## config.mk

```make
export PLATFORM = sky130hd
export DESIGN_NAME = gbi_knot_axis
export DESIGN_NICKNAME = d
export VERILOG_FILES = /design/src/sv/grid_bilinear_interpolator_core_macros.svh /design/src/sv/gbi_pkg.sv /design/src/sv/gbi_knot_axis.sv
export SDC_FILE = /design/constraint.sdc
export NUM_CORES = 2
export LEC_CHECK = 0
export BUFFER_PORTS_ARGS = -buffer_cell sky130_fd_sc_hd__buf_2
export CORE_UTILIZATION = 62
export CTS_CLUSTER_SIZE = 40
export DETAILED_ROUTE_END_ITERATION = 12
export PLACE_DENSITY = 0.79
export SYNTH_ARGS = -nofsm -noshare
export SYNTH_HDL_FRONTEND = slang
export SYNTH_SLANG_ARGS = --single-unit
```

## constraint.sdc

```tcl
create_clock -name clock -period 7.9 [get_ports clock]
set_input_delay 1.58 -clock clock [delete_from_list [all_inputs] [get_ports clock]]
set_output_delay 1.58 -clock clock [all_outputs]
set_load 0.1 [all_outputs]
```

## src/sv/grid_bilinear_interpolator_core_macros.svh

```systemverilog
// ----------------------------------------------------------------------------
// Assertion macros for the grid interpolator
// Concurrent checks, clocked on clock and disabled during reset; define
// ASSERT_OFF to compile them out.
// ----------------------------------------------------------------------------
`ifndef GRID_BILINEAR_INTERPOLATOR_CORE_MACROS_SVH
`define GRID_BILINEAR_INTERPOLATOR_CORE_MACROS_SVH

`ifndef ASSERT_OFF
// same-cycle implication
`define GBI_ASSERT_IMP(label, ante, cons) \
   label: assert property (@(posedge clock) disable iff (reset) (ante) |-> (cons)) \
      else $error("gbi: implication check failed");
// next-cycle implication
`define GBI_ASSERT_NEXT(label, ante, cons) \
   label: assert property (@(posedge clock) disable iff (reset) (ante) |=> (cons)) \
      else $error("gbi: next-cycle check failed");
`else
`define GBI_ASSERT_IMP(label, ante, cons)
`define GBI_ASSERT_NEXT(label, ante, cons)
`endif

`endif

```

## src/sv/gbi_pkg.sv

```systemverilog
// ----------------------------------------------------------------------------
// gbi_pkg
// Shared widths, codes and types of the grid bilinear interpolator.
// ----------------------------------------------------------------------------
`timescale 1ns / 1ps
`default_nettype none

package gbi_pkg;

   localparam int DEF_MAX_ROWS = 32;
   localparam int DEF_MAX_COLS = 64;

   localparam int COORD_W     = 32;
   localparam int VALUE_W     = 16;
   localparam int OP_W        = 2;
   localparam int ROW_IDX_W   = 5;
   localparam int COL_IDX_W   = 6;
   localparam int ROW_CNT_W   = 6;
   localparam int COL_CNT_W   = 7;
   localparam int STATUS_W    = 2;
   localparam int CSR_IDX_W   = 1;
   localparam int CSR_DATA_W  = 7;

   // Q0.16 weight with one extra bit so 1.0 is representable
   localparam int FRAC_W      = 16;
   localparam int WEIGHT_W    = FRAC_W + 1;
   localparam logic [WEIGHT_W-1:0] WEIGHT_ONE = WEIGHT_W'(1) << FRAC_W;

   // blend accumulator: four corners of 2^32 * 65535 at most
   localparam int WPROD_W     = 2 * WEIGHT_W;
   localparam int ACC_W       = 49;

   localparam logic [OP_W-1:0] OP_WR_ROW   = 2'd0;
   localparam logic [OP_W-1:0] OP_WR_COL   = 2'd1;
   localparam logic [OP_W-1:0] OP_WR_VALUE = 2'd2;
   localparam logic [OP_W-1:0] OP_QUERY    = 2'd3;

   localparam logic [STATUS_W-1:0] ST_OK      = 2'd0;
   localparam logic [STATUS_W-1:0] ST_OUTSIDE = 2'd1;
   localparam logic [STATUS_W-1:0] ST_DEGEN   = 2'd2;

   localparam logic [CSR_IDX_W-1:0] CSR_ROW_COUNT = 1'b0;
   localparam logic [CSR_IDX_W-1:0] CSR_COL_COUNT = 1'b1;

   // outcome of one axis search
   typedef struct packed {
      logic               done;
      logic               outside;
      logic [COORD_W-1:0] lo;
      logic [COORD_W-1:0] hi;
   } axis_result_type;

endpackage

`default_nettype wire

```

## src/sv/gbi_knot_axis.sv

```systemverilog
// ----------------------------------------------------------------------------
// gbi_knot_axis
// Knot memory of one axis with span check, upper-bound scan and cell fetch.
// ----------------------------------------------------------------------------
`timescale 1ns / 1ps
`default_nettype none

module gbi_knot_axis
   import gbi_pkg::*;
#(
   parameter int DEPTH = 32,
   parameter int IW    = 5,
   localparam int AW   = (DEPTH > 1) ? $clog2(DEPTH) : 1,
   localparam int CW   = $clog2(DEPTH + 1)
) (
   input  wire logic               clock,
   input  wire logic               reset,
   input  wire logic               wr_en,
   input  wire logic [IW-1:0]      wr_idx,
   input  wire logic [COORD_W-1:0] wr_data,
   input  wire logic               start,
   input  wire logic [CW-1:0]      count,
   input  wire logic [COORD_W-1:0] point,
   output axis_result_type         result,
   output logic [AW-1:0]           cell_idx
);

   localparam logic [2:0] A_IDLE  = 3'd0;
   localparam logic [2:0] A_FIRST = 3'd1;
   localparam logic [2:0] A_LAST  = 3'd2;
   localparam logic [2:0] A_SCAN  = 3'd3;
   localparam logic [2:0] A_LO    = 3'd4;
   localparam logic [2:0] A_HI    = 3'd5;
   localparam logic [2:0] A_DONE  = 3'd6;

   logic [COORD_W-1:0] mem [DEPTH];
   logic [COORD_W-1:0] rd_data_ff;
   logic [AW-1:0]      rd_addr;
   logic               wr_ok;

   logic [2:0]         state_ff, state_in;
   logic [COORD_W-1:0] point_ff, first_ff, lo_ff, hi_ff;
   logic [CW-1:0]      count_ff;
   logic [AW-1:0]      cmp_ff, cmp_in, cell_ff, cell_in;
   logic               outside_ff, outside_in;

   logic [AW-1:0]      last_idx;
   logic               hit, scan_end, span_out;
   logic [CW-1:0]      kraw, kclamp;

   assign wr_ok    = 32'(wr_idx) < DEPTH;
   assign last_idx = AW'(count_ff - CW'(1));
   assign hit      = rd_data_ff > point_ff;
   assign scan_end = cmp_ff == last_idx;
   assign span_out = (point_ff < first_ff) || (point_ff > rd_data_ff);

   // first knot above the point (count if none), clamped to 1 .. count-1
   always_comb begin
      kraw = hit ? CW'(cmp_ff) : count_ff;
      if (kraw == '0) begin
         kclamp = CW'(1);
      end else if (kraw > count_ff - CW'(1)) begin
         kclamp = count_ff - CW'(1);
      end else begin
         kclamp = kraw;
      end
   end

   // sequence the probes
   always_comb begin
      state_in   = state_ff;
      cmp_in     = cmp_ff;
      cell_in    = cell_ff;
      outside_in = outside_ff;
      rd_addr    = '0;
      unique case (state_ff)
         A_IDLE: begin
            if (start) begin
               state_in   = A_FIRST;
               outside_in = 1'b0;
            end
         end
         A_FIRST: begin
            rd_addr  = last_idx;
            state_in = A_LAST;
         end
         A_LAST: begin
            cmp_in = '0;
            if (span_out) begin
               outside_in = 1'b1;
               state_in   = A_DONE;
            end else begin
               state_in = A_SCAN;
            end
         end
         A_SCAN: begin
            if (hit || scan_end) begin
               cell_in  = AW'(kclamp);
               rd_addr  = AW'(kclamp - CW'(1));
               state_in = A_LO;
            end else begin
               cmp_in  = cmp_ff + AW'(1);
               rd_addr = cmp_ff + AW'(1);
            end
         end
         A_LO: begin
            rd_addr  = cell_ff;
            state_in = A_HI;
         end
         A_HI: begin
            state_in = A_DONE;
         end
         A_DONE: begin
            state_in = A_IDLE;
         end
         default: begin
            state_in = A_IDLE;
         end
      endcase
   end

   // control registers
   always_ff @(posedge clock) begin
      if (reset) begin
         state_ff   <= A_IDLE;
         outside_ff <= 1'b0;
      end else begin
         state_ff   <= state_in;
         outside_ff <= outside_in;
      end
   end

   // datapath registers
   always_ff @(posedge clock) begin
      cmp_ff  <= cmp_in;
      cell_ff <= cell_in;
      if (state_ff == A_IDLE && start) begin
         point_ff <= point;
         count_ff <= count;
      end
      if (state_ff == A_FIRST) begin
         first_ff <= rd_data_ff;
      end
      if (state_ff == A_LO) begin
         lo_ff <= rd_data_ff;
      end
      if (state_ff == A_HI) begin
         hi_ff <= rd_data_ff;
      end
   end

   // knot memory, one write and one registered read per cycle
   always_ff @(posedge clock) begin
      if (wr_en && wr_ok) begin
         mem[AW'(wr_idx)] <= wr_data;
      end
      rd_data_ff <= mem[rd_addr];
   end

   assign result.done    = state_ff == A_DONE;
   assign result.outside = outside_ff;
   assign result.lo      = lo_ff;
   assign result.hi      = hi_ff;
   assign cell_idx       = cell_ff;

endmodule

`default_nettype wire

```

==> impl_metrics.ini <==
[yosys]
synth_seq_area_share = 0.738
syn_nets = 3719
ys_types = 70
yosysTopAreaCell = edfxtp_1
async_flop_share = 0
yosysWarningCount = 0
synth-edff-count = 1168
syn-mean-instance-area_um2 = 13.6
syn_inst = 3568
netlist_area_um2 = 48500
synth_top_flop_cell = edfxtp_1
synth_top_area_frac = 0.723
ys_ff_latch = 1204
netlist_top_cells_area = edfxtp_1 72%, nand2_1 6.1%, a211oi_1 3.0%

[global_routing]
overflow = 0
grt.met2_usage = 0.512
grt_busiest_layer = met2
grtUsageTotal = 0.332
grt_pass1_wl_mm = 192
use_met1 = 0.450
grtUsageMet3 = 0.0835
grt_max_degree = 108
grt_pass1_vias = 31000
antenna_found_initial = 16

[clock_network]
cts_made_buffers = 114
cts_tree = done
hold_buffers = 0
htreeDepth = 3
numClockSinks = 1204
cts_max_path_buffers = 3
clk_latency_ps = 690
cts_root_buf = clkbuf_16
clkTransAtPathRegs_ps = 60

[detailed_routing]
wl_mm = 131
drc = 0
vias = 32000
avgViaCountPerCell = 6.61
ant_nets = 0
first_pass_iters = 6
wl_per_cell_um = 27.1
drt_iter0_drc = 4743

[power_and_ir_drop]
switching_share = 0.308
pwr-share-seq = 0.452
power.switching_w = 0.00524
power.total_w = 0.0170
leakage_nw = 19.2
p_clk_frac = 0.322
p_int_w = 0.0118
p_per_area_nw_per_um2 = 311
peakVddDrop_mv = 0.215
combPwrFrac = 0.226

[setup_path]
cp-start-kind = register
ff2ff_path_depth = 25
worstPathMaxFanout = 29
end_kind = register
cp.arrival_ps = 7850
critical_path_class = register to register
r2r_start = rd_data_ff[12]$_DFF_P_
reg2reg_slack_ps = 590
critical_path_required_ps = 8440
cp-startpoint = rd_data_ff[12]$_DFF_P_
timing.rr.end = rd_data_ff[31]$_DFF_P_

[die]
core_um2 = 77500
die_h_um = 282
io_pins = 150
start_util = 0.626
rows = 102
die_area_um2 = 79300
die_w_um = 282

[cells_and_area]
fin_util = 0.706
fin_nets = 3855
fill_cells = 4783
drive_gt1_frac = 0.128
syn2layout_area_growth_pct = 12.8
final_cell_mix = 1168 x edfxtp_1, 793 x nand2_1, 208 x nand3_1, 194 x and3_1, 191 x a211oi_1
final_common_cell = edfxtp_1

[worst_hold_path]
hp-class = register to register
hold_start = outside_ff$_SDFFE_PP0P_
whs_path_depth = 2
whs_endpoint = outside_ff$_SDFFE_PP0P_

[timing]
post-route-period-util = 0.925
max_freq_ghz = 0.137
setup-tns-final_ps = 0
slew_violations = 0
rsz0062_at_grt = no
finClkSkew_ps = 25.6
finalCriticalPeriod_ps = 7310
slew_headroom = 0.215
setup_viol = 0
hold_viol_final = 0
tightest_slew_ps = 1170

[place]
hpwl_mm = 69.9
portBuffers = 149
place_congestion = 0.837

[outcome]
status = finished clean

[flow_run]
drv_cap = 0
==> power groups by stage <==
| stage | registers [W] | logic (W) | clock network (W) |
|---|---|---|---|
| after detailed placement | 0.00779 | 0.00371 | 0 |
| after floorplan | 0.00778 | 0.00239 | 0 |
| after global placement | 0.00779 | 0.00361 | 0 |
| final | 0.00768 | 0.00383 | 0.00548 |
| after CTS | 0.00767 | 0.00376 | 0.00549 |
| after global routing | 0.00769 | 0.00413 | 0.00572 |
==> worst max path at each step <==
| stage | endpoint | slack, ps | cells after the start |
|---|---|---|---|
| 6_report | rd_data_ff[31]$_DFF_P_ | 590 | 25 |
| 5_1_grt | rd_data_ff[31]$_DFF_P_ | 230 | 25 |
| 2_1_floorplan | rd_data_ff[0]$_DFF_P_ | 2230 | 25 |
| 4_1_cts | rd_data_ff[31]$_DFF_P_ | 470 | 25 |
| 3_5_place_dp | rd_data_ff[31]$_DFF_P_ | 490 | 25 |
| 3_3_place_gp | rd_data_ff[31]$_DFF_P_ | 620 | 21 |
==> cell families after synthesis <==
family	after synthesis	share of synthesized area
simple gates	1389	0.128
flops	1204	0.738
compound gates	579	0.0850
buf+inv	312	0.0277
fa+ha+maj	72	0.0186
xor+xnor	10	0.00181
mux	2	0.000439
==> Yosys cell counts, types with 40 or more instances <==
master / instances
a211oi_1: 191
a21oi_1: 94
a311oi_1: 64
a31oi_1: 129
and3_1: 195
buf_2: 78
clkbuf_1: 138
edfxtp_1: 1168
ha_1: 72
inv_1: 75
nand2_1: 794
nand3_1: 208
nor2_1: 95
nor3_1: 40
==> stage by stage <==
stage | area, µm² | setup slack, ps | hold slack (ps) | cells
after floorplan | 48500 | 2230 | 443 | 3568
after global placement | 50900 | 624 | 480 | 4628
after detailed placement | 50900 | 493 | 490 | 4628
after CTS | 54700 | 474 | 503 | 4842
after global routing | 54700 | 232 | 525 | 4846
final | 54700 | 594 | 504 | 4850
==> routing by layer <==
metal / up-vias / routed length, µm
met1: 15500 / 47300
met4: 6 / 6220
met2: 2333 / 59800
met5: - / 32
met3: 417 / 18100
li1: 13700 / -
==> layout make-up <==
type | instances | area (µm²) | share of cell area
clock inverter | 55 | 529 | 0.00968
clock buffer | 159 | 3240 | 0.0592
inverter | 75 | 282 | 0.00515
antenna | 8 | 20.0 | 0.000366
multi-input combinational | 2052 | 11700 | 0.213
sequential | 1204 | 35800 | 0.654
tap | 1040 | 1300 | 0.0238
timing repair buffer | 257 | 1880 | 0.0344
==> flip-flops by register name (all words and copies together) (netlist names) <==
register and flops:
first_ff 32, cmp_ff 5, mem 1024, rd_data_ff 32, lo_ff 32, cell_idx 5
hi_ff 32, outside_ff 1, count_ff 6, point_ff 32, state_ff 3
==> worst max-delay path, cell delays in order (launching register included) <==
cell and delay [ps]:
dfxtp_1 680, inv_1 130, ha_1 320, nand4_1 120
nor2_1 70, a221o_1 350, o31ai_2 530, nand2_1 360
and2_1 270, ha_1 300, a211o_1 310, o21ai_2 470
a21oi_1 150, o32ai_1 360, nor2_1 110, ha_1 290
nor2_1 40, mux2i_1 280, and2_4 410, buf_12 260
buf_4 290, a211oi_1 70, a31oi_1 160, nor2_1 60
a221oi_1 260, and3_1 450
==> timing repair <==
item,4_1_cts,5_1_grt
setup buffers,0,0
gates resized for setup,0,1
setup endpoints to repair,0,1
Note: power is estimated with default switching activity, not from simulation.
