===== src/sv/grid_bilinear_interpolator_core_macros.svh =====
// ----------------------------------------------------------------------------
// Assertion macros for the grid interpolator
// Concurrent checks, clocked on clock and disabled during reset; define
// ASSERT_OFF to compile them out.
// ----------------------------------------------------------------------------
`ifndef GRID_BILINEAR_INTERPOLATOR_CORE_MACROS_SVH
`define GRID_BILINEAR_INTERPOLATOR_CORE_MACROS_SVH

`ifndef ASSERT_OFF
// same-cycle implication
`define GBI_ASSERT_IMP(label, ante, cons) \
   label: assert property (@(posedge clock) disable iff (reset) (ante) |-> (cons)) \
      else $error("gbi: implication check failed");
// next-cycle implication
`define GBI_ASSERT_NEXT(label, ante, cons) \
   label: assert property (@(posedge clock) disable iff (reset) (ante) |=> (cons)) \
      else $error("gbi: next-cycle check failed");
`else
`define GBI_ASSERT_IMP(label, ante, cons)
`define GBI_ASSERT_NEXT(label, ante, cons)
`endif

`endif


===== src/sv/gbi_pkg.sv =====
// ----------------------------------------------------------------------------
// gbi_pkg
// Shared widths, codes and types of the grid bilinear interpolator.
// ----------------------------------------------------------------------------
`timescale 1ns / 1ps
`default_nettype none

package gbi_pkg;

   localparam int DEF_MAX_ROWS = 32;
   localparam int DEF_MAX_COLS = 64;

   localparam int COORD_W     = 32;
   localparam int VALUE_W     = 16;
   localparam int OP_W        = 2;
   localparam int ROW_IDX_W   = 5;
   localparam int COL_IDX_W   = 6;
   localparam int ROW_CNT_W   = 6;
   localparam int COL_CNT_W   = 7;
   localparam int STATUS_W    = 2;
   localparam int CSR_IDX_W   = 1;
   localparam int CSR_DATA_W  = 7;

   // Q0.16 weight with one extra bit so 1.0 is representable
   localparam int FRAC_W      = 16;
   localparam int WEIGHT_W    = FRAC_W + 1;
   localparam logic [WEIGHT_W-1:0] WEIGHT_ONE = WEIGHT_W'(1) << FRAC_W;

   // blend accumulator: four corners of 2^32 * 65535 at most
   localparam int WPROD_W     = 2 * WEIGHT_W;
   localparam int ACC_W       = 49;

   localparam logic [OP_W-1:0] OP_WR_ROW   = 2'd0;
   localparam logic [OP_W-1:0] OP_WR_COL   = 2'd1;
   localparam logic [OP_W-1:0] OP_WR_VALUE = 2'd2;
   localparam logic [OP_W-1:0] OP_QUERY    = 2'd3;

   localparam logic [STATUS_W-1:0] ST_OK      = 2'd0;
   localparam logic [STATUS_W-1:0] ST_OUTSIDE = 2'd1;
   localparam logic [STATUS_W-1:0] ST_DEGEN   = 2'd2;

   localparam logic [CSR_IDX_W-1:0] CSR_ROW_COUNT = 1'b0;
   localparam logic [CSR_IDX_W-1:0] CSR_COL_COUNT = 1'b1;

   // outcome of one axis search
   typedef struct packed {
      logic               done;
      logic               outside;
      logic [COORD_W-1:0] lo;
      logic [COORD_W-1:0] hi;
   } axis_result_type;

endpackage

`default_nettype wire


===== src/sv/gbi_weight_div.sv =====
// ----------------------------------------------------------------------------
// gbi_weight_div
// Serial restoring divider for a Q0.16 interpolation weight, one bit a cycle.
// ----------------------------------------------------------------------------
`timescale 1ns / 1ps
`default_nettype none

module gbi_weight_div
   import gbi_pkg::*;
(
   input  wire logic                clock,
   input  wire logic                reset,
   input  wire logic                start,
   input  wire logic [COORD_W-1:0]  point,
   input  wire logic [COORD_W-1:0]  lo,
   input  wire logic [COORD_W-1:0]  hi,
   output logic                     done,
   output logic [WEIGHT_W-1:0]      weight
);

   localparam int STEP_W = $clog2(FRAC_W);

   logic                busy_ff, done_ff;
   logic [COORD_W-1:0]  rem_ff, den_ff;
   logic [FRAC_W-1:0]   quo_ff;
   logic [STEP_W-1:0]   step_ff;
   logic [WEIGHT_W-1:0] weight_ff;

   logic [COORD_W:0]    rem2;
   logic                ge;
   logic [COORD_W-1:0]  rem_next;
   logic [FRAC_W-1:0]   quo_next;

   // one quotient bit per step
   assign rem2     = {rem_ff, 1'b0};
   assign ge       = rem2 >= {1'b0, den_ff};
   assign rem_next = ge ? COORD_W'(rem2 - {1'b0, den_ff}) : rem2[COORD_W-1:0];
   assign quo_next = {quo_ff[FRAC_W-2:0], ge};

   // control
   always_ff @(posedge clock) begin
      if (reset) begin
         busy_ff <= 1'b0;
         done_ff <= 1'b0;
      end else begin
         done_ff <= 1'b0;
         if (start) begin
            busy_ff <= (point > lo) && (point < hi);
            done_ff <= !((point > lo) && (point < hi));
         end else if (busy_ff && step_ff == STEP_W'(FRAC_W - 1)) begin
            busy_ff <= 1'b0;
            done_ff <= 1'b1;
         end
      end
   end

   // datapath: saturate at the cell edges, else divide
   always_ff @(posedge clock) begin
      if (start) begin
         rem_ff  <= point - lo;
         den_ff  <= hi - lo;
         quo_ff  <= '0;
         step_ff <= '0;
         if (point <= lo) begin
            weight_ff <= '0;
         end else if (point >= hi) begin
            weight_ff <= WEIGHT_ONE;
         end
      end else if (busy_ff) begin
         rem_ff  <= rem_next;
         quo_ff  <= quo_next;
         step_ff <= step_ff + STEP_W'(1);
         if (step_ff == STEP_W'(FRAC_W - 1)) begin
            weight_ff <= {1'b0, quo_next};
         end
      end
   end

   assign done   = done_ff;
   assign weight = weight_ff;

endmodule

`default_nettype wire


===== config.mk =====
export PLATFORM = sky130hd
export DESIGN_NAME = gbi_weight_div
export DESIGN_NICKNAME = d
export VERILOG_FILES = /design/src/sv/grid_bilinear_interpolator_core_macros.svh /design/src/sv/gbi_pkg.sv /design/src/sv/gbi_weight_div.sv
export SDC_FILE = /design/constraint.sdc
export NUM_CORES = 1
export LEC_CHECK = 0
export BUFFER_PORTS_ARGS = -buffer_cell sky130_fd_sc_hd__buf_2
export CORE_MARGIN = 1
export CORE_UTILIZATION = 29
export CTS_BUF_LIST = sky130_fd_sc_hd__clkbuf_8
export CTS_CLUSTER_DIAMETER = 200
export DETAILED_ROUTE_END_ITERATION = 6
export MAX_ROUTING_LAYER = met4
export PLACE_DENSITY = 0.51
export RECOVER_POWER = 100
export SLEW_MARGIN = 20
export SYNTH_ARGS = -nofsm -noshare
export SYNTH_HDL_FRONTEND = slang
export SYNTH_SLANG_ARGS = --single-unit

===== constraint.sdc =====
create_clock -name clock -period 11.45 [get_ports clock]
set_input_delay 1.7175 -clock clock [delete_from_list [all_inputs] [get_ports clock]]
set_output_delay 1.7175 -clock clock [all_outputs]
set_load 0.01 [all_outputs]

==> results of run 1 <==
cell usage in the layout, fill, tap and decap left out, drive strengths merged, types with 8 or more instances in the layout:
master | netlist | routed
a211oi | 8 | 8
a21o | 52 | 52
a21oi | 106 | 106
a31oi | 16 | 16
and3 | 12 | 12
buf | 8 | 96
clkbuf | 28 | 33
dfxtp | 21 | 21
edfxtp | 81 | 81
ha | 128 | 128
inv | 112 | 115
mux2i | 56 | 56
nand2 | 75 | 75
nand2b | 13 | 13
nand3 | 21 | 21
nand4 | 21 | 21
nor2 | 86 | 86
nor2b | 29 | 29
nor3 | 14 | 14
o21a | 20 | 20
o21ai | 60 | 60
or3 | 9 | 9
xnor2 | 52 | 52
xor2 | 29 | 29
state kept, by name, summed over array words and instances (netlist names):
name	flops
quo_ff	15
den_ff	32
weight	17
done	1
rem_ff	32
step_ff	4
busy_ff	1
through the flow:
stage	util	hold WS (ns)	power [mW]	setup slack [ns]
floorplan	-	0.4520	1.334	6.541
global placement	0.3255	0.4696	1.576	6.206
detailed placement	0.3255	0.4847	1.579	6.143
CTS	0.3319	0.5115	1.834	6.579
global route	0.3306	0.5383	1.989	3.723
finish	0.3306	0.5066	1.833	4.282
power groups by stage:
stage                     Sequential (mW)  Combinational [mW]  Clock [mW]
after CTS                           0.534                1.04       0.256
after floorplan                     0.534               0.800           0
final                               0.534                1.05       0.247
after detailed placement            0.542                1.04           0
after global placement              0.539                1.04           0
after global routing                0.543                1.18       0.269
area by class of cell:
class	instances	area [µm²]
fill	3575	22450
multi-input combinational	893	6462
sequential	102	2853
timing repair buffer	120	573.1
tap	448	560.5
inverter	112	420.4
clock buffer	9	123.9
clock inverter	7	91.34
antenna	1	2.502
layer usage:
layer / share of wire / up-vias / GRT usage / wire length [µm]
li1: - / 4319 / - / -
met1: 0.51 / 3866 / 0.2172 / 13500
met2: 0.45 / 173 / 0.2428 / 11820
met3: 0.032 / 16 / 0.01693 / 847
met4: 0.014 / 0 / 0.04130 / 374
met5: 0 / - / - / 0
tightest hold or removal path, cell delays in order (launching register included):
cell and delay [ns]:
dfxtp_1 0.34, mux2i_1 0.06, nor2_1 0.07
logic make-up after synthesis:
kind of cell,Yosys count
xor+xnor,81
fa+ha+maj,131
mux,58
flops,102
compound gates,319
simple gates,304
buf+inv,148
path summary, 6_finish.rpt:
path / to / slack (ns) / cells after the start
worst min-delay path: quo_ff[14] / 0.51 / 2
worst max register to register: rem_ff[5] / 6.52 / 11
worst min register to register: quo_ff[14] / 0.51 / 2
worst max-delay path: rem_ff[11] / 4.28 / 3
==> impl_metrics.env, run 1 <==
export IMPL_worstHoldPathType="register to register"
export IMPL_post_route_period_util=0.6260
export IMPL_grt_pass1_wl_um=42710
export IMPL_cts_buffers=9
export IMPL_clkSinkCount=102
export IMPL_critPathMaxFanout=53
export IMPL_ys_flop_type="edfxtp_1"
export IMPL_p_leak_nw=5.119
export IMPL_grt_antenna_before_repair=1
export IMPL_path_clk_slew_ns=0.10
export IMPL_row_count=67
export IMPL_ant_nets=0
export IMPL_critPathMaxStageDelay_ns=1.92
export IMPL_dp_cells=1675
export IMPL_p_sw_mw=0.7741
export IMPL_status="finished, violations left"
export IMPL_criticalPathCategory="input pin to register"
export IMPL_post_cts_resized=0
export IMPL_synth_top_family_by_area="compound AO/OA/AOI/OAI gates"
export IMPL_slew_violations=218
export IMPL_start_util=0.2946
export IMPL_synth_most_common_cell="ha_1"
export IMPL_grt_use_total=0.1571
export IMPL_final_area_mm2=0.01109
export IMPL_cts_hold_buf=0
export IMPL_power_frac_comb=0.574
export IMPL_max_vdd_ir_drop_mv=0.06562
export IMPL_critPathArrivalTime_ns=7.14
export IMPL_dr_pass1_iters=7
export IMPL_finalHoldViolations=0
export IMPL_place_area_mm2=0.01092
export IMPL_start_kind="input pin"
export IMPL_grt_overflow_total=0
export IMPL_switching_share=0.4223
export IMPL_ys_seq_elements=102
export IMPL_synth_enable_flop_cells=81
export IMPL_core_area_mm2=0.03353
export IMPL_synth_mux_area_frac=0.05902
export IMPL_cp_num_buf_inv=2
export IMPL_design_die_area_mm2=0.03481
export IMPL_drive_gt1_frac=0.09815
export IMPL_drv_cap=6
export IMPL_synth_area_mm2=0.009879
export IMPL_synth_seq_area_share=0.2888
export IMPL_power_density_mw_per_mm2=165.3
export IMPL_ys_types=62
export IMPL_slew_headroom=-0.7259
export IMPL_finalSetupViolations=0
export IMPL_async_flop_share=0
export IMPL_p_seq_frac=0.292
export IMPL_cts_htree_levels=3
export IMPL_wire_per_inst_um=15.69
export IMPL_netlist_area_leader_share=0.2462
export IMPL_vias_per_cell=4.949
export IMPL_layout_cells_non_filler=1692
export IMPL_synthTopCellsByArea="edfxtp_1 (25%), ha_1 (16%), mux2i_1 (5.7%)"
export IMPL_hpwl_um=21990
export IMPL_gp_congestion=0.8275
export IMPL_synth_avg_cell_area_um2=8.643
export IMPL_vias=8374
export IMPL_clk_latency_ns=0.40
export IMPL_path_common_cell="clkbuf_1"
export IMPL_p_int_mw=1.059
export IMPL_finalSetupTns_ns=0
export IMPL_drt_initial_drc_count=564
export IMPL_synth_commonest_cells="ha_1 (128), inv_1 (112), a21oi_1 (106), nor2_1 (86), edfxtp_1 (81)"
export IMPL_grt_pass1_vias=8030
export IMPL_worstReg2RegStart="rem_ff[13]"
export IMPL_clkPwrFrac=0.135
export IMPL_crit_path_start="start"
export IMPL_synth_fa_ha_area_frac=0.1682
export IMPL_synthCells=1143
export IMPL_ys_warn_count=0
export IMPL_drt_wl_total_um=26540
export IMPL_violations="max-capacitance violations, max-slew violations"
export IMPL_io_buffers=116
export IMPL_syn2layout_area_growth_pct=12.22
export IMPL_root_buffer="clkbuf_8"
export IMPL_synth_simple_area_share=0.1493
export IMPL_syn_nets=1373
export IMPL_fp_dieH_um=186.6
export IMPL_required_ns=11.42
export IMPL_tightest_slew_ns=2.589
export IMPL_synth_compound_area_frac=0.2049
export IMPL_synth_area_leader_cell="edfxtp_1"
export IMPL_cp_cell_sequence="clkbuf_1 > clkbuf_1 > or2_0"
export IMPL_route_detailed_drc=0
export IMPL_min_delay_start="quo_ff[14]"
export IMPL_timing_fmax_mhz=139.5
export IMPL_synth_xor_area_frac=0.07181
export IMPL_cts_max_path_buffers=2
export IMPL_rsz0062_at_grt="no"
export IMPL_worstSetupEndpointType="register"
export IMPL_cts_setup_buffers=0
export IMPL_grt_max_degree=54
export IMPL_period_needed_ns=7.168
export IMPL_nNetsFinal=1468
export IMPL_slowest_stage="clkbuf_1"
export IMPL_die_x_um=186.6
export IMPL_cp_top_family="buffers and inverters"
export IMPL_ios=117
export IMPL_fin_worst_skew_ns=0.01638
export IMPL_cts_tree="yes"
Power figures use the tool's default switching activity.
==> run 2: changes to the inputs <==
--- a/config.mk
+++ b/config.mk
@@ -5,6 +5,7 @@
 export SDC_FILE = /design/constraint.sdc
 export NUM_CORES = 1
 export LEC_CHECK = 0
+export ABC_AREA = 1
 export BUFFER_PORTS_ARGS = -buffer_cell sky130_fd_sc_hd__buf_2
 export CORE_MARGIN = 1
 export CORE_UTILIZATION = 29
@@ -12,7 +13,7 @@
 export CTS_CLUSTER_DIAMETER = 200
 export DETAILED_ROUTE_END_ITERATION = 6
 export MAX_ROUTING_LAYER = met4
-export PLACE_DENSITY = 0.51
+export PLACE_DENSITY = 0.53
 export RECOVER_POWER = 100
 export SLEW_MARGIN = 20
 export SYNTH_ARGS = -nofsm -noshare
==> constraint.sdc (replaced) <==
create_clock -name clock -period 6.5 [get_ports clock]
set_input_delay 0.975 -clock clock [delete_from_list [all_inputs] [get_ports clock]]
set_output_delay 0.975 -clock clock [all_outputs]
set_load 0.01 [all_outputs]
==> run 2 against run 1 <==
Compared with the run above:
- critical path depth is 2 higher
- worst hold slack got worse by 0.039 ns
- largest cell class unchanged
- first-iteration DRC count is 1.1% higher
- cell count grew 48%
- synthesized cell count rose by 64%
- clock-buffer cell count is the same
- the run still ends with max-capacitance violations, max-slew violations left
- global-route usage grew 4.7 points
- sequential power rose by 70%
- combinational power grew 86%
==> impl_metrics.env, run 2 <==
export IMPL_max_vdd_ir_drop_mv=0.1128
export IMPL_power_density_mw_per_mm2=248.8
export IMPL_start_util=0.2954
export IMPL_highest_layer="met4"
export IMPL_clk_latency_ns=0.40
export IMPL_drive_gt1_frac=0.07003
export IMPL_die_x_um=203.7
export IMPL_finalSetupViolations=0
export IMPL_drv_cap=2
export IMPL_cts_htree_levels=3
export IMPL_violations="max-capacitance violations, max-slew violations"
export IMPL_synth_area_mm2=0.01179
export IMPL_grt_pass1_vias=11954
export IMPL_drt_wl_total_um=40460
export IMPL_min_delay_start="quo_ff[14]"
export IMPL_worst_slack_ns=2.259
export IMPL_synth_seq_area_share=0.2419
export IMPL_synth_avg_cell_area_um2=6.310
export IMPL_fin_worst_skew_ns=0.02330
export IMPL_cts_max_path_buffers=2
export IMPL_cts_buffers=9
export IMPL_ys_flop_type="edfxtp_1"
export IMPL_route_met2_wl_um=19750
export IMPL_post_cts_resized=0
export IMPL_cts_hold_buf=0
export IMPL_layout_common_cells="nand2_1 (607), inv_1 (342), nor2_1 (155)"
export IMPL_nNetsFinal=2210
export IMPL_ios=117
export IMPL_clkSinkCount=102
export IMPL_netlist_area_leader_share=0.2063
export IMPL_fp_dieH_um=203.7
export IMPL_cp_top_family="buffers and inverters"
export IMPL_grt_max_degree=58
export IMPL_vias=11928
export IMPL_critPathMaxFanout=39
export IMPL_critPathMaxStageDelay_ns=1.49
export IMPL_tightest_slew_ns=2.067
export IMPL_grt_use_total=0.2039
export IMPL_r2r_setup_slack_ns=3.26
export IMPL_antenna_cells=0
export IMPL_slowest_stage="clkbuf_1"
export IMPL_hpwl_um=35130
export IMPL_finalHoldViolations=0
export IMPL_drt_initial_drc_count=570
export IMPL_cts_setup_buffers=0
export IMPL_ys_types=43
export IMPL_required_ns=6.75
export IMPL_design_die_area_mm2=0.04148
export IMPL_gp_congestion=0.9837
export IMPL_cp_cell_sequence="buf_2 > clkbuf_1 > clkbuf_1 > nand2_1 > nand2_1"
export IMPL_period_needed_ns=4.241
export IMPL_worstHoldPathType="register to register"
export IMPL_rsz0062_at_grt="no"
export IMPL_synth_area_leader_cell="edfxtp_1"
export IMPL_grt_antenna_before_repair=0
export IMPL_r2r_end="rem_ff[22]"
export IMPL_async_flop_share=0
export IMPL_synthTopCellsByArea="edfxtp_1 (21%), nand2_1 (19%), ha_1 (14%)"
export IMPL_met1_length_um=17940
export IMPL_post_route_period_util=0.6525
export IMPL_worstHoldPathCells=2
export IMPL_critPathArrivalTime_ns=4.49
export IMPL_route_detailed_drc=0
export IMPL_syn2layout_area_growth_pct=11.12
export IMPL_cp_num_buf_inv=3
export IMPL_row_count=73
export IMPL_p_leak_nw=7.007
export IMPL_criticalPathCategory="input pin to register"
export IMPL_synth_most_common_cell="nand2_1"
export IMPL_root_buffer="clkbuf_8"
export IMPL_worstSetupEndpointType="register"
export IMPL_worstHoldEndpoint="quo_ff[14]"
export IMPL_ys_warn_count=0
export IMPL_timing_fmax_mhz=235.8
export IMPL_wl_met3_um=1183
export IMPL_status="finished, violations left"
export IMPL_ys_seq_elements=102
export IMPL_start_kind="input pin"
export IMPL_layout_commonest_cell="nand2_1"
export IMPL_synth_commonest_cells="nand2_1 (606), inv_1 (342), nor2_1 (155), ha_1 (128), a21oi_1 (124)"
export IMPL_path_clk_slew_ns=0.11
export IMPL_ant_nets=0
export IMPL_rr_worst_depth=15
export IMPL_io_buffers=116
export IMPL_wire_per_inst_um=16.12
export IMPL_core_area_mm2=0.03991
export IMPL_vias_per_cell=4.752
export IMPL_syn_nets=2099
export IMPL_synthCells=1869
export IMPL_grt_pass1_wl_um=62920
export IMPL_grt_overflow_total=0
export IMPL_finalSetupTns_ns=0
export IMPL_synth_enable_flop_cells=81
export IMPL_slew_violations=79
export IMPL_slew_headroom=-0.3783
export IMPL_dp_slack_ns=3.029
export IMPL_cts_tree="yes"
export IMPL_worstReg2RegStart="den_ff[30]"
export IMPL_dr_pass1_iters=6
==> run 2: changes by cell type in the layout (fill, tap and decap cells not counted), moves of 18 or more <==
cell,change
xnor2_1,-33
a21oi_1,+18
nand3b_1,+34
a21o_1,-40
nor2_1,+69
nand3_1,+100
nor2b_1,-29
nand2_1,+532
mux2i_1,-56
inv_1,+230
==> run 2: kinds of logic after synthesis <==
family / share of synthesized area
compound gates: 0.1034
xor+xnor: 0.03936
fa+ha+maj: 0.1409
buf+inv: 0.1185
flops: 0.2419
simple gates: 0.3559
==> run 2: worst register-to-register path, cell delays in order, from the launching register on <==
cell	delay [ns]
edfxtp_1	0.41
inv_1	0.07
ha_1	0.46
nand2_1	0.09
nor2_1	0.23
nand3_1	0.13
nor2_1	0.10
nand2_1	0.07
nand3_1	0.08
nor2_2	0.03
buf_4	0.21
nand2_4	0.38
nand2_1	0.53
nand2_1	0.18
nand2_1	0.07
nand2_1	0.06
==> run 2: per-stage QoR <==
step	cell area, µm²	hold slack (ns)	power, mW	util	std cells
2_1_floorplan	11790	0.4346	2.316	-	1869
3_3_place_gp	12960	0.4597	2.869	0.3248	2494
6_report	13100	0.4673	3.260	0.3283	2510
3_5_place_dp	12960	0.4555	2.869	0.3248	2494
4_1_cts	13150	0.4723	3.286	0.3295	2510
5_1_grt	13100	0.4945	3.574	0.3283	2510
==> run 2: metal layers <==
layer / global-route usage / vias up
li1: - / 6182
met1: 0.2424 / 5409
met2: 0.3543 / 269
met3: 0.01087 / 68
met4: 0.09103 / 0
met5: - / -
==> run 2: area by class of cell <==
cell class / count / area [µm²]
Clock inverter: 7 / 63.81
Fill cell: 4463 / 26810
Inverter: 343 / 1287
Sequential cell: 102 / 2853
Tap cell: 525 / 656.9
Clock buffer: 9 / 123.9
Timing Repair Buffer: 122 / 589.3
Multi-Input combinational cell: 1402 / 7530
==> run 2: how the worst max path moves through the flow <==
stage	depth (start not counted)	end	slack [ns]	from
finish	5	rem_ff[7]	2.26	start
global route	5	rem_ff[7]	1.92	start
CTS	17	weight[3]	3.48	point[0]
detailed placement	17	weight[12]	3.03	point[0]
global placement	17	weight[11]	3.04	point[0]
floorplan	12	weight[0]	3.20	lo[3]
==> run 2: power breakdown <==
part	total (mW)	switching, mW	internal [mW]
sequential	0.909	0.0513	0.858
combinational	1.95	1.29	0.659
clock	0.405	0.257	0.148
==> run 3: changes to the inputs <==
==> constraint.sdc (replaced) <==
create_clock -name clock -period 3.65 [get_ports clock]
set_input_delay 0.5475 -clock clock [delete_from_list [all_inputs] [get_ports clock]]
set_output_delay 0.5475 -clock clock [all_outputs]
set_load 0.01 [all_outputs]
==> run 3 against run 2 <==
Compared with the run above:
- the flow still finishes with violations (max-capacitance violations, max-slew violations)
- critical path depth rose by 8
- flip-flop and latch count stayed put
- total power is 81% higher
- wire length is 1.1% higher
- register-to-register slack got worse by 2.6 ns
- non-clock buffer count is 4 higher
- die area did not move
==> impl_metrics.env, run 3 (synthesized netlist as in run 2, its figures left out) <==
export IMPL_worstSetupEndpointType="register"
export IMPL_ant_nets=0
export IMPL_required_ns=3.68
export IMPL_critPathMaxStageDelay_ns=0.71
export IMPL_hpwl_um=35410
export IMPL_gp_congestion=1.007
export IMPL_cts_hold_buf=0
export IMPL_slew_violations=68
export IMPL_dp_cells=2498
export IMPL_place_area_mm2=0.01300
export IMPL_drt_initial_drc_count=551
export IMPL_hold_ws_ns=0.3077
export IMPL_syn2layout_area_growth_pct=11.53
export IMPL_wire_per_inst_um=16.27
export IMPL_cts_setup_buffers=0
export IMPL_cts_buffers=9
export IMPL_slowest_stage="clkbuf_1"
export IMPL_clkPwrFrac=0.133
export IMPL_path_clk_slew_ns=0.11
export IMPL_p_sw_mw=2.853
export IMPL_criticalPathCategory="input pin to register"
export IMPL_final_area_mm2=0.01315
export IMPL_grt_pass1_wl_um=64700
export IMPL_layout_common_cells="nand2_1 (608), inv_1 (342), nor2_1 (156)"
export IMPL_slew_headroom=-0.01476
export IMPL_period_needed_ns=2.980
export IMPL_cp_top_family="simple AND/OR/NAND/NOR gates"
export IMPL_power_frac_comb=0.593
export IMPL_clkSinkCount=102
export IMPL_cp_cell_sequence="buf_2 > ha_1 > nand2_1 > inv_1 > nand3_1 > nor3_1 > nand2_1 > nand2_1 > nand2_1 > nand3_1 > nor2_1 > nor2_1 > clkbuf_1"
export IMPL_cts_max_path_buffers=2
export IMPL_p_seq_frac=0.275
export IMPL_ios=117
export IMPL_route_detailed_drc=0
export IMPL_finalHoldViolations=0
export IMPL_design_die_area_mm2=0.04148
export IMPL_violations="max-capacitance violations, max-slew violations"
export IMPL_max_vdd_ir_drop_mv=0.1841
export IMPL_root_buffer="clkbuf_8"
export IMPL_switching_share=0.4843
export IMPL_timing_fmax_mhz=335.6
export IMPL_grt_max_degree=68
export IMPL_post_route_period_util=0.8165
export IMPL_rsz0062_at_grt="no"
export IMPL_io_buffers=116
export IMPL_dp_slack_ns=0.6169
export IMPL_power_density_mw_per_mm2=447.9
export IMPL_post_cts_resized=0
export IMPL_path_common_cell="nand2_1"
export IMPL_worstHoldPathType="input pin to register"
export IMPL_tightest_slew_ns=1.522
export IMPL_start_util=0.2954
export IMPL_worst_slack_ns=0.6699
export IMPL_finalSetupViolations=0
export IMPL_grt_pass1_vias=12288
export IMPL_start_kind="input pin"
export IMPL_grt_use_total=0.2080
export IMPL_layout_commonest_cell="nand2_1"
export IMPL_dr_pass1_iters=7
export IMPL_core_area_mm2=0.03991
export IMPL_critPathMaxFanout=17
export IMPL_p_leak_nw=7.039
export IMPL_p_int_mw=3.038
export IMPL_grt_overflow_total=0
export IMPL_grt_antenna_before_repair=1
export IMPL_drt_wl_total_um=40920
export IMPL_clk_latency_ns=0.40
export IMPL_drive_gt1_frac=0.06988
export IMPL_fin_worst_skew_ns=0.01716
export IMPL_layout_cells_non_filler=2516
export IMPL_drv_cap=1
export IMPL_cts_htree_levels=3
export IMPL_fp_dieH_um=203.7
export IMPL_die_x_um=203.7
export IMPL_vias_per_cell=4.765
export IMPL_row_count=73
export IMPL_nNetsFinal=2214
export IMPL_vias=11989
export IMPL_finalSetupTns_ns=0
export IMPL_status="finished, violations left"
export IMPL_cts_tree="yes"
export IMPL_cp_num_buf_inv=3
export IMPL_critPathArrivalTime_ns=3.01
-- run 3: cell type report --
| cell class | count | area [µm²] |
|---|---|---|
| diodes | 2 | 5.005 |
| flip-flops and latches | 102 | 2853 |
| clock inverters | 7 | 92.59 |
| well taps | 525 | 656.9 |
| fillers | 4458 | 26760 |
| clock buffers | 9 | 123.9 |
| inverters | 343 | 1287 |
| repair buffers | 126 | 610.6 |
| multi-input cells | 1402 | 7523 |
-- run 3: final timing paths --
path	from	endpoint	slack, ns	cells past startpoint
worst max register to register	rem_ff[29]	rem_ff[0]	0.71	9
worst max-delay path	point[11]	weight[13]	0.67	13
worst min-delay path	reset	busy_ff	0.31	2
worst min register to register	quo_ff[3]	quo_ff[3]	0.48	2
-- run 3: power groups by stage --
| stage | clock network [mW] | registers, mW | logic (mW) |
|---|---|---|---|
| floorplan | 0 | 1.62 | 2.51 |
| global placement | 0 | 1.63 | 3.47 |
| detailed placement | 0 | 1.64 | 3.48 |
| CTS | 0.808 | 1.62 | 3.50 |
| global route | 0.851 | 1.64 | 3.97 |
| finish | 0.783 | 1.62 | 3.49 |
-- run 3: per-layer routing --
layer	wire, µm	GRT usage	vias up
met4	1948	0.1015	0
met1	18160	0.2506	5440
met3	1167	0.01023	78
li1	-	-	6196
met2	19650	0.3541	275
met5	0	-	-
-- run 3: metrics by stage --
step	total power [mW]	utilization
final	5.891	0.3295
after floorplan	4.124	-
after global placement	5.105	0.3256
after global routing	6.467	0.3294
after detailed placement	5.119	0.3256
after CTS	5.924	0.3310
